===== config.mk =====
export PLATFORM = sky130hd
export DESIGN_NAME = cia_cordic_stage
export DESIGN_NICKNAME = d
export VERILOG_FILES = /design/src/hdl/cia_pkg.sv /design/src/hdl/cia_cordic_stage.sv
export SDC_FILE = /design/constraint.sdc
export NUM_CORES = 1
export LEC_CHECK = 0
export BUFFER_PORTS_ARGS = -buffer_cell sky130_fd_sc_hd__buf_2
export CORE_MARGIN = 2
export CORE_UTILIZATION = 45
export DETAILED_ROUTE_END_ITERATION = 10
export PLACE_DENSITY = 0.68
export SYNTH_ARGS = -nofsm -noshare
export SYNTH_HDL_FRONTEND = slang
export SYNTH_SLANG_ARGS = --single-unit

===== constraint.sdc =====
create_clock -name clk -period 4.32 [get_ports clk]
set_clock_uncertainty 0.05 [all_clocks]
set_input_delay 0.648 -clock clk [delete_from_list [all_inputs] [get_ports clk]]
set_output_delay 0.648 -clock clk [all_outputs]
set_load 0.01 [all_outputs]

===== src/hdl/cia_pkg.sv =====
// ----------------------------------------------------------------------------
// cia_pkg
// Types, widths and constants shared by the corner interior angle pipeline.
// ----------------------------------------------------------------------------
package cia_pkg;

  localparam int COORD_BITS = 16;
  localparam int FRAC_BITS  = 8;
  localparam int DIFF_W     = COORD_BITS + 1;
  localparam int PROD_W     = 2 * DIFF_W;
  localparam int SUM_W      = PROD_W + 1;
  localparam int MAG_W      = PROD_W;
  localparam int NORM_TOP   = 40;
  localparam int SHIFT_W    = 6;
  localparam int CW         = 46;
  localparam int ZW         = 26;
  localparam int OUT_W      = FRAC_BITS + 9;
  localparam int STEPS      = 23;
  localparam int RND_SH     = 16 - FRAC_BITS;

  localparam logic signed [ZW-1:0] DEG90_Q16  = ZW'(90 * 65536);
  localparam logic signed [ZW-1:0] DEG180_Q16 = ZW'(180 * 65536);
  localparam logic signed [ZW-1:0] RND_HALF   = ZW'((1 << RND_SH) >> 1);
  localparam logic signed [ZW-1:0] ANG180     = ZW'(180 << FRAC_BITS);
  localparam logic [OUT_W-1:0]     ANG360     = OUT_W'(360 << FRAC_BITS);

  typedef enum logic [1:0] {
    ZK_CORDIC,
    ZK_ZERO,
    ZK_RIGHT,
    ZK_STRAIGHT
  } zkind_t;

  typedef struct packed {
    logic signed [COORD_BITS-1:0] corner_x;
    logic signed [COORD_BITS-1:0] corner_y;
    logic signed [COORD_BITS-1:0] prev_x;
    logic signed [COORD_BITS-1:0] prev_y;
    logic signed [COORD_BITS-1:0] next_x;
    logic signed [COORD_BITS-1:0] next_y;
  } in_req_t;

  typedef struct packed {
    logic [OUT_W-1:0] angle_deg_q8;
    logic             degenerate;
  } out_res_t;

  typedef struct packed {
    logic   degen;
    logic   reflex;
    logic   add90;
    zkind_t kind;
  } cia_tag_t;

  function automatic logic signed [DIFF_W-1:0] sx(input logic [COORD_BITS-1:0] v);
    return {v[COORD_BITS-1], v};
  endfunction

  function automatic logic signed [ZW-1:0] atan_q16(input int i);
    logic signed [ZW-1:0] r;
    case (i)
      0:       r = ZW'(2949120);
      1:       r = ZW'(1740967);
      2:       r = ZW'(919879);
      3:       r = ZW'(466945);
      4:       r = ZW'(234379);
      5:       r = ZW'(117304);
      6:       r = ZW'(58666);
      7:       r = ZW'(29335);
      8:       r = ZW'(14668);
      9:       r = ZW'(7334);
      10:      r = ZW'(3667);
      11:      r = ZW'(1833);
      12:      r = ZW'(917);
      13:      r = ZW'(458);
      14:      r = ZW'(229);
      15:      r = ZW'(115);
      16:      r = ZW'(57);
      17:      r = ZW'(29);
      18:      r = ZW'(14);
      19:      r = ZW'(7);
      20:      r = ZW'(4);
      21:      r = ZW'(2);
      22:      r = ZW'(1);
      default: r = '0;
    endcase
    return r;
  endfunction

endpackage


===== src/hdl/cia_cordic_stage.sv =====
// ----------------------------------------------------------------------------
// cia_cordic_stage
// One registered CORDIC vectoring step: rotate toward y = 0, accumulate angle.
// ----------------------------------------------------------------------------
module cia_cordic_stage
  import cia_pkg::*;
#(
  parameter int STEP = 0
) (
  input  logic                 clk,
  input  logic                 rst_n,
  input  logic                 in_valid,
  input  logic signed [CW-1:0] in_x,
  input  logic signed [CW-1:0] in_y,
  input  logic signed [ZW-1:0] in_z,
  input  cia_tag_t             in_tag,
  output logic                 out_valid,
  output logic signed [CW-1:0] out_x,
  output logic signed [CW-1:0] out_y,
  output logic signed [ZW-1:0] out_z,
  output cia_tag_t             out_tag
);

  localparam logic signed [ZW-1:0] ATAN = atan_q16(STEP);

  logic                 valid_r;
  logic signed [CW-1:0] x_r, x_nxt;
  logic signed [CW-1:0] y_r, y_nxt;
  logic signed [ZW-1:0] z_r, z_nxt;
  cia_tag_t             tag_r;

  always_comb begin
    logic signed [CW-1:0] xs;
    logic signed [CW-1:0] ys;
    xs = in_x >>> STEP;
    ys = in_y >>> STEP;
    if (in_y > 0) begin
      x_nxt = in_x + ys;
      y_nxt = in_y - xs;
      z_nxt = in_z + ATAN;
    end else begin
      x_nxt = in_x - ys;
      y_nxt = in_y + xs;
      z_nxt = in_z - ATAN;
    end
  end

  always_ff @(posedge clk) begin
    if (!rst_n) begin
      valid_r <= 1'b0;
    end else begin
      valid_r <= in_valid;
    end
  end

  always_ff @(posedge clk) begin
    x_r   <= x_nxt;
    y_r   <= y_nxt;
    z_r   <= z_nxt;
    tag_r <= in_tag;
  end

  assign out_valid = valid_r;
  assign out_x     = x_r;
  assign out_y     = y_r;
  assign out_z     = z_r;
  assign out_tag   = tag_r;

endmodule


# After elaboration in Yosys (flattened, before gate mapping)
# Index checks and enable logic that the tools add are counted.
# op_classes
n_addsub	5
magnitude_cmp	1
n_mux	3
# ops
cell	n
$mux W46	2
$sub A46 B46 Y46	2
$add A46 B46 Y46	1
$gt A46 B1 Y1 const B	1
$add A26 B23 Y26 const B	1
$mux W26	1
$sub A26 B23 Y26 const B	1
# totals
register_bits	124
in_bits	126
output_inout_bits	124
wordCells	17

# Logic depth before layout (Yosys ltp)
# Gate-level depths: netlist of run 1.
# depth
ltp_word	2
ltp_mapped	17
mapped_depth_nobuf	14

# Least setup slack after synthesis of run 1
# OpenSTA, ideal clock, no wires.
# synth_timing
path_kind	input to register
from	input in_y[42]
to	register z_r[25] (netlist: out_z[25])
setup_ns	0.120
arrival_time_ns	3.553
slack_ns	0.597
cell_stages	16
cell_sequence	nor4_1 nand4_1 nor3_1 or2_2 buf_2 clkbuf_1 clkbuf_1 ha_1 a21o_1 a21oi_1 o21bai_1 a21oi_1 o21ai_0 a21o_1 a21oi_1 xnor2_1
# synth_between
elab_chain_len	2
# synth_rtl
element	line	source
start, declared	cia_cordic_stage.sv:14	input logic signed [CW-1:0] in_y,
$gt A46 B1 Y1	cia_cordic_stage.sv:37	if (in_y > 0) begin
$mux W26	cia_cordic_stage.sv:37	
via z_nxt[25]	cia_cordic_stage.sv:29	logic signed [ZW-1:0] z_r, z_nxt;
end signal, assigned	cia_cordic_stage.sv:59	z_r <= z_nxt;
end, declared	cia_cordic_stage.sv:29	
# The timed path passes the listed nets, and every way through them passes these cells.
# A chain may end at the register's enable or synchronous reset.

# Final worst setup path of run 1
# layout_timing
from	input in_y[34]
to	register z_r[25] (netlist: out_z[25])
# The elaborated chain is that of the path after synthesis.

==> flow_summary.yaml, run 1 <==
synthesis:
  synth_edf_count: 0
  yosys_most_used_dff: "dfxtp_1"
  synth_cell_types: 68
  syn_avg_cell_area_um2: 7.470
  synth_seq_cells: 123
  mappedNetlistNets: 1796
  synthesis.area_mm2: 0.01138
  async_flop_share_pct: 0
  yosysSeqAreaShare_pct: 21.64
  synthCells: 1523
  ys.warnings.count: 0
setup_path:
  cp-end-kind: "flop"
  required_ps: 4600
  crit_top_cell: "a21oi_1"
  crit_arrival_ps: 3990
  max_stage_delay_ps: 670
  cp_max_fo: 101
  cpMaxStageDelayCell: "nor4_2"
  worstSetupStartpointType: "primary input"
  path_class: "in -> reg"
  path_cells: "buf_2 > nor4_2 > nand4_1 > nor3_1 > or2_4 > buf_12 > ha_1 > a21oi_1 > o21ai_0 > a21o_1 > a21oi_1 > xnor2_1"
route:
  top_layer_used: "met4"
  drt_iter0_drc: 1502
  routed-wl-met3_um: 4487
  viasPerCell: 5.962
  drt_wl_total_um: 43870
  wl_met2_um: 19020
  antenna_left: 0
  drt-pass1-iter-count: 6
  dr_total_vias: 12550
  m1WireLength_um: 19050
  wl_per_cell_um: 20.84
  drc_errors: 0
run:
  drv_cap: 0
cts:
  htree_num_levels: 4
  cts_buffers: 17
  clk_pin_slew_worst_paths_ps: 70
  ctsResizeCount: 0
  postCtsHoldBufs: 0
  cts_tree: "built"
  cts.sinks: 123
  cts_setup_buffers: 0
  cts_buffer_depth: 2
  cts_root_buf: "clkbuf_16"
power:
  powerDensity_mw_per_mm2: 354.5
  power.static_leakage_nw: 6.459
  totalPowerFinal_w: 0.004831
  peakVddDrop_uv: 216.1
global_routing:
  antenna_found_initial: 1
  gr-total-overflow: 0
  grt_usage_pct: 32.24
  grt_max_degree: 102
  first_global_vias: 11630
  grt_pass1_wl_um: 65940
die:
  die_h_um: 163.0
  chipWidth_um: 163.0
  dieArea_mm2: 0.02657
  num_io_pins: 250
  num_rows: 58
  initial_utilization_pct: 45.44
  coreArea_mm2: 0.02504
final_layout:
  layout_common_cells: "buf_2, a21oi_1, inv_1"
  multi_input_area_mm2: 0.008065
  postLayoutCellArea_mm2: 0.01363
  nNetsFinal: 2034
  seqCellArea_mm2: 0.002462
  drive_gt1_share_pct: 19.22
  num-fill-cells: 2449
  layout_commonest_cell: "buf_2"
  syn2layout_area_growth_pct: 19.78
timing:
  setup_violations: 0
  tightestPinTransition_ps: 771.0
  max_freq_mhz: 269.4
  drv_slew: 0
  rsz0062_at_grt: "false"
  finalCriticalPeriod_ps: 3712
  slew_headroom_pct: 47.95
  fin_crit_sh_pct: 85.92
  hold_viol: 0
place:
  post_dp_cell_area_mm2: 0.01304
  place_congestion: 1.023
  io_buffers: 249
  post-dp-hpwl_um: 34920
outcome:
  outcome: "finished clean"
hold_path:
  hold_class: "in -> reg"
## report_power, final
group	leakage (nW)	switching, W	internal, W
sequential	1.04	0.0000652	0.00137
clock	0.275	0.000696	0.000768
combinational	5.15	0.00121	0.000724
total	6.46	0.00197	0.00286
## worst max-delay path, delay by kind of cell
| kind | cells | cell delay [ps] |
|---|---|---|
| AO/OA/AOI/OAI | 4 | 760 |
| AND/OR/NAND/NOR | 4 | 1550 |
| buffers and inverters | 2 | 560 |
| XOR/XNOR | 1 | 90 |
| adder cells (fa/ha/maj) | 1 | 360 |
## per-stage QoR
stage	utilization, %	TNS, ps	hold WS (ps)	setup WS [ps]	cells
after floorplan	-	0	625.7	597.4	1523
after global placement	52.09	-78.78	699.8	-63.16	2072
after detailed placement	52.09	-96.48	701.8	-61.25	2072
after CTS	54.40	0	247.0	395.8	2104
after global routing	54.43	0	241.3	374.9	2105
final	54.43	0	251.6	608.2	2105
## cells by family after synthesis
kind of cell	count (synthesis)	share of synthesized area (%)
muxes	19	1.672
buffers and inverters	219	7.544
DFF	123	21.64
xor gates and xnor gates	97	7.467
AOI/OAI and AO/OA	549	29.58
and+or+nand+nor	369	15.66
adders and majority gates	147	16.43
## sequential cells by signal (all words and copies together), names as in the netlist
name,flops
out_y,45
out_tag,5
out_valid,1
out_z,26
out_x,46
## metal layers
metal / vias to the layer above / global-route usage [%]
met5: - / 0
met1: 5834 / 44.66
met2: 762 / 49.73
met4: 0 / 10.22
li1: 5869 / -
met3: 84 / 7.079
## cell usage after synthesis, types with 9 or more instances
cell,number,share of area [%]
or3_1,9,0.49
ha_1,143,16
nand4_1,25,1.4
o211ai_1,16,1.1
a31oi_1,17,0.93
buf_1,12,0.40
mux2i_1,19,1.7
o31ai_1,14,0.92
o21bai_1,32,2.1
buf_2,17,0.75
clkbuf_1,35,1.2
dfxtp_1,123,22
nor3_1,30,1.3
nor2_1,107,3.5
nor2b_1,16,0.88
nand2_1,89,2.9
a21oi_1,210,9.2
xor2_1,18,1.4
nand2b_1,13,0.71
inv_1,149,4.9
xnor2_1,79,6.1
a21o_1,39,2.6
nand3_1,19,0.84
o21ai_0,128,5.6
o21a_1,15,0.99
and3_1,9,0.49
nor4_1,24,1.3
a211oi_1,13,0.86
## final timing paths
check | start | end | slack [ps] | cells past startpoint
max | in_y[34] | out_z[25] | 610 | 12
min | in_tag[4] | out_tag[4] | 250 | 1
## area by class of cell
| class | count | share of cell area, % |
|---|---|---|
| Antenna cell | 1 | 0.01836 |
| Clock buffer | 17 | 3.122 |
| Clock inverter | 15 | 1.120 |
| Inverter | 152 | 4.187 |
| Multi-Input combinational cell | 1181 | 59.18 |
| Sequential cell | 123 | 18.07 |
| Tap cell | 330 | 3.030 |
| Timing Repair Buffer | 286 | 11.27 |
No activity file was read; power rests on OpenSTA's default activity.
==> run 2: changes to the inputs <==
- CORE_UTILIZATION: 45 -> 30
- PLACE_DENSITY: 0.68 -> 0.49
==> run 2 against run 1 <==
Net effect:
- sequential power about the same
- hold slack improved by 0.87 ps
- largest cell class unchanged
- design area increased by 2.4%
- first-iteration DRC count decreased by 26%
- critical path depth increased by 2
- maximum frequency decreased by 14%
- largest power group unchanged
- highest routed layer is now met5
- routed wire length increased by 7.8%
- setup slack got worse by 580 ps
- global-route usage decreased by 8.6 points
- die area increased by 49%
==> flow_summary.yaml, run 2 (synthesized netlist as in run 1, its figures left out) <==
outcome:
  outcome: "finished clean"
route:
  drt-pass1-iter-count: 5
  drc_errors: 0
  antenna_left: 0
  drt_iter0_drc: 1110
  viasPerCell: 5.374
  dr_total_vias: 12350
  wl_per_cell_um: 20.57
  drt_wl_total_um: 47280
final_layout:
  diodes: 0
  layout_common_cells: "buf_2, a21oi_1, inv_1"
  nNetsFinal: 2048
  largest_reg_flops: 46
  drive_gt1_share_pct: 19.80
  final-instance-count-excl-fill: 2299
  syn2layout_area_growth_pct: 22.63
  layout_commonest_cell: "buf_2"
setup_path:
  path_class: "in -> reg"
  path_cells: "buf_2 > nor4_1 > nand4_1 > nor3_1 > or2_4 > inv_2 > ha_1 > a21oi_1 > o21bai_1 > a21oi_1 > o21ai_0 > a21o_1 > a21oi_1 > xnor2_1"
  required_ps: 4640
  cpMaxStageDelayCell: "nor4_1"
  cp-end-kind: "flop"
  crit_arrival_ps: 4610
  max_stage_delay_ps: 1160
  cp_max_fo: 4
  crit_top_cell: "a21oi_1"
  worstSetupStartpointType: "primary input"
die:
  initial_utilization_pct: 30.35
  die_h_um: 198.7
  num_io_pins: 250
  coreArea_mm2: 0.03749
  dieArea_mm2: 0.03950
  chipWidth_um: 198.7
  num_rows: 71
power:
  power.static_leakage_nw: 6.535
  powerDensity_mw_per_mm2: 346.7
  peakVddDrop_uv: 278.9
  totalPowerFinal_w: 0.004837
place:
  io_buffers: 249
  post-dp-hpwl_um: 39040
  placedCellCount: 2267
  place_congestion: 0.9793
  place_ws_ps: -272.3
cts:
  postCtsHoldBufs: 0
  cts_buffer_depth: 2
  cts_buffers: 17
  htree_num_levels: 4
  cts_tree: "built"
  cts_setup_buffers: 0
  cts_root_buf: "clkbuf_16"
  clk_pin_slew_worst_paths_ps: 60
  cts.sinks: 123
  ctsResizeCount: 0
global_routing:
  grt_usage_pct: 23.62
  grt_pass1_wl_um: 69610
  gr-total-overflow: 0
  first_global_vias: 11540
  grt_max_degree: 89
  antenna_found_initial: 1
timing:
  hold_viol: 0
  finalCriticalPeriod_ps: 4293
  fin_crit_sh_pct: 99.39
  slew_headroom_pct: 6.889
  max_freq_mhz: 232.9
  drv_slew: 0
  setup_violations: 0
  rsz0062_at_grt: "false"
  tightestPinTransition_ps: 1384
  finalSetupTns_ps: 0
  setup_ws_ps: 26.51
hold_path:
  worst_hold_path.endpoint: "out_z[13]"
  hold_depth: 1
  min_from: "in_z[13]"
  hold_class: "in -> reg"
run:
  drv_cap: 0
## run 2: metal layers
layer,global-route usage (%),wire length (µm),up-vias
met5,0,13,-
met4,9.646,1670,2
met3,3.510,3303,77
met1,33.59,22440,5797
met2,35.44,19860,576
li1,-,-,5902
## run 2: worst max-delay path: cells and delay by family
family / cells / cell delay [ps]
compound gates: 6 / 1110
xor+xnor: 1 / 140
fa+ha+maj: 1 / 320
simple gates: 4 / 2140
buf+inv: 2 / 240
## run 2: area by class of cell
class                   instances  area (µm²)
flip-flops and latches        123        2462
multi-input cells            1181        8059
inverters                     152       570.5
clock buffers                  20       466.7
clock inverters                12       112.6
repair buffers                300        1642
fillers                      4055       23540
well taps                     511       639.4
## run 2: stage by stage
step | util, % | hold WS (ps) | cell area [µm²]
floorplan | - | 625.7 | 11380
global placement | 35.67 | 700.2 | 13370
detailed placement | 35.67 | 702.1 | 13370
CTS | 37.22 | 229.3 | 13950
global route | 37.22 | 234.7 | 13950
finish | 37.22 | 252.5 | 13950
## run 2: how the worst max path moves through the flow
| stage | from | endpoint | slack (ps) | cells after the start |
|---|---|---|---|---|
| floorplan | in_y[42] | out_z[25] | 600 | 16 |
| global placement | in_y[34] | out_z[25] | -320 | 14 |
| detailed placement | in_y[34] | out_z[25] | -270 | 14 |
| CTS | in_y[34] | out_z[25] | 200 | 14 |
| global route | in_y[34] | out_z[25] | 20 | 14 |
| finish | in_y[34] | out_z[25] | 30 | 14 |
## run 2: report_power, final
group	internal, W	switching, W
logic	0.000737	0.00122
registers	0.00137	0.0000776
clock network	0.000841	0.000587
total	0.00295	0.00188
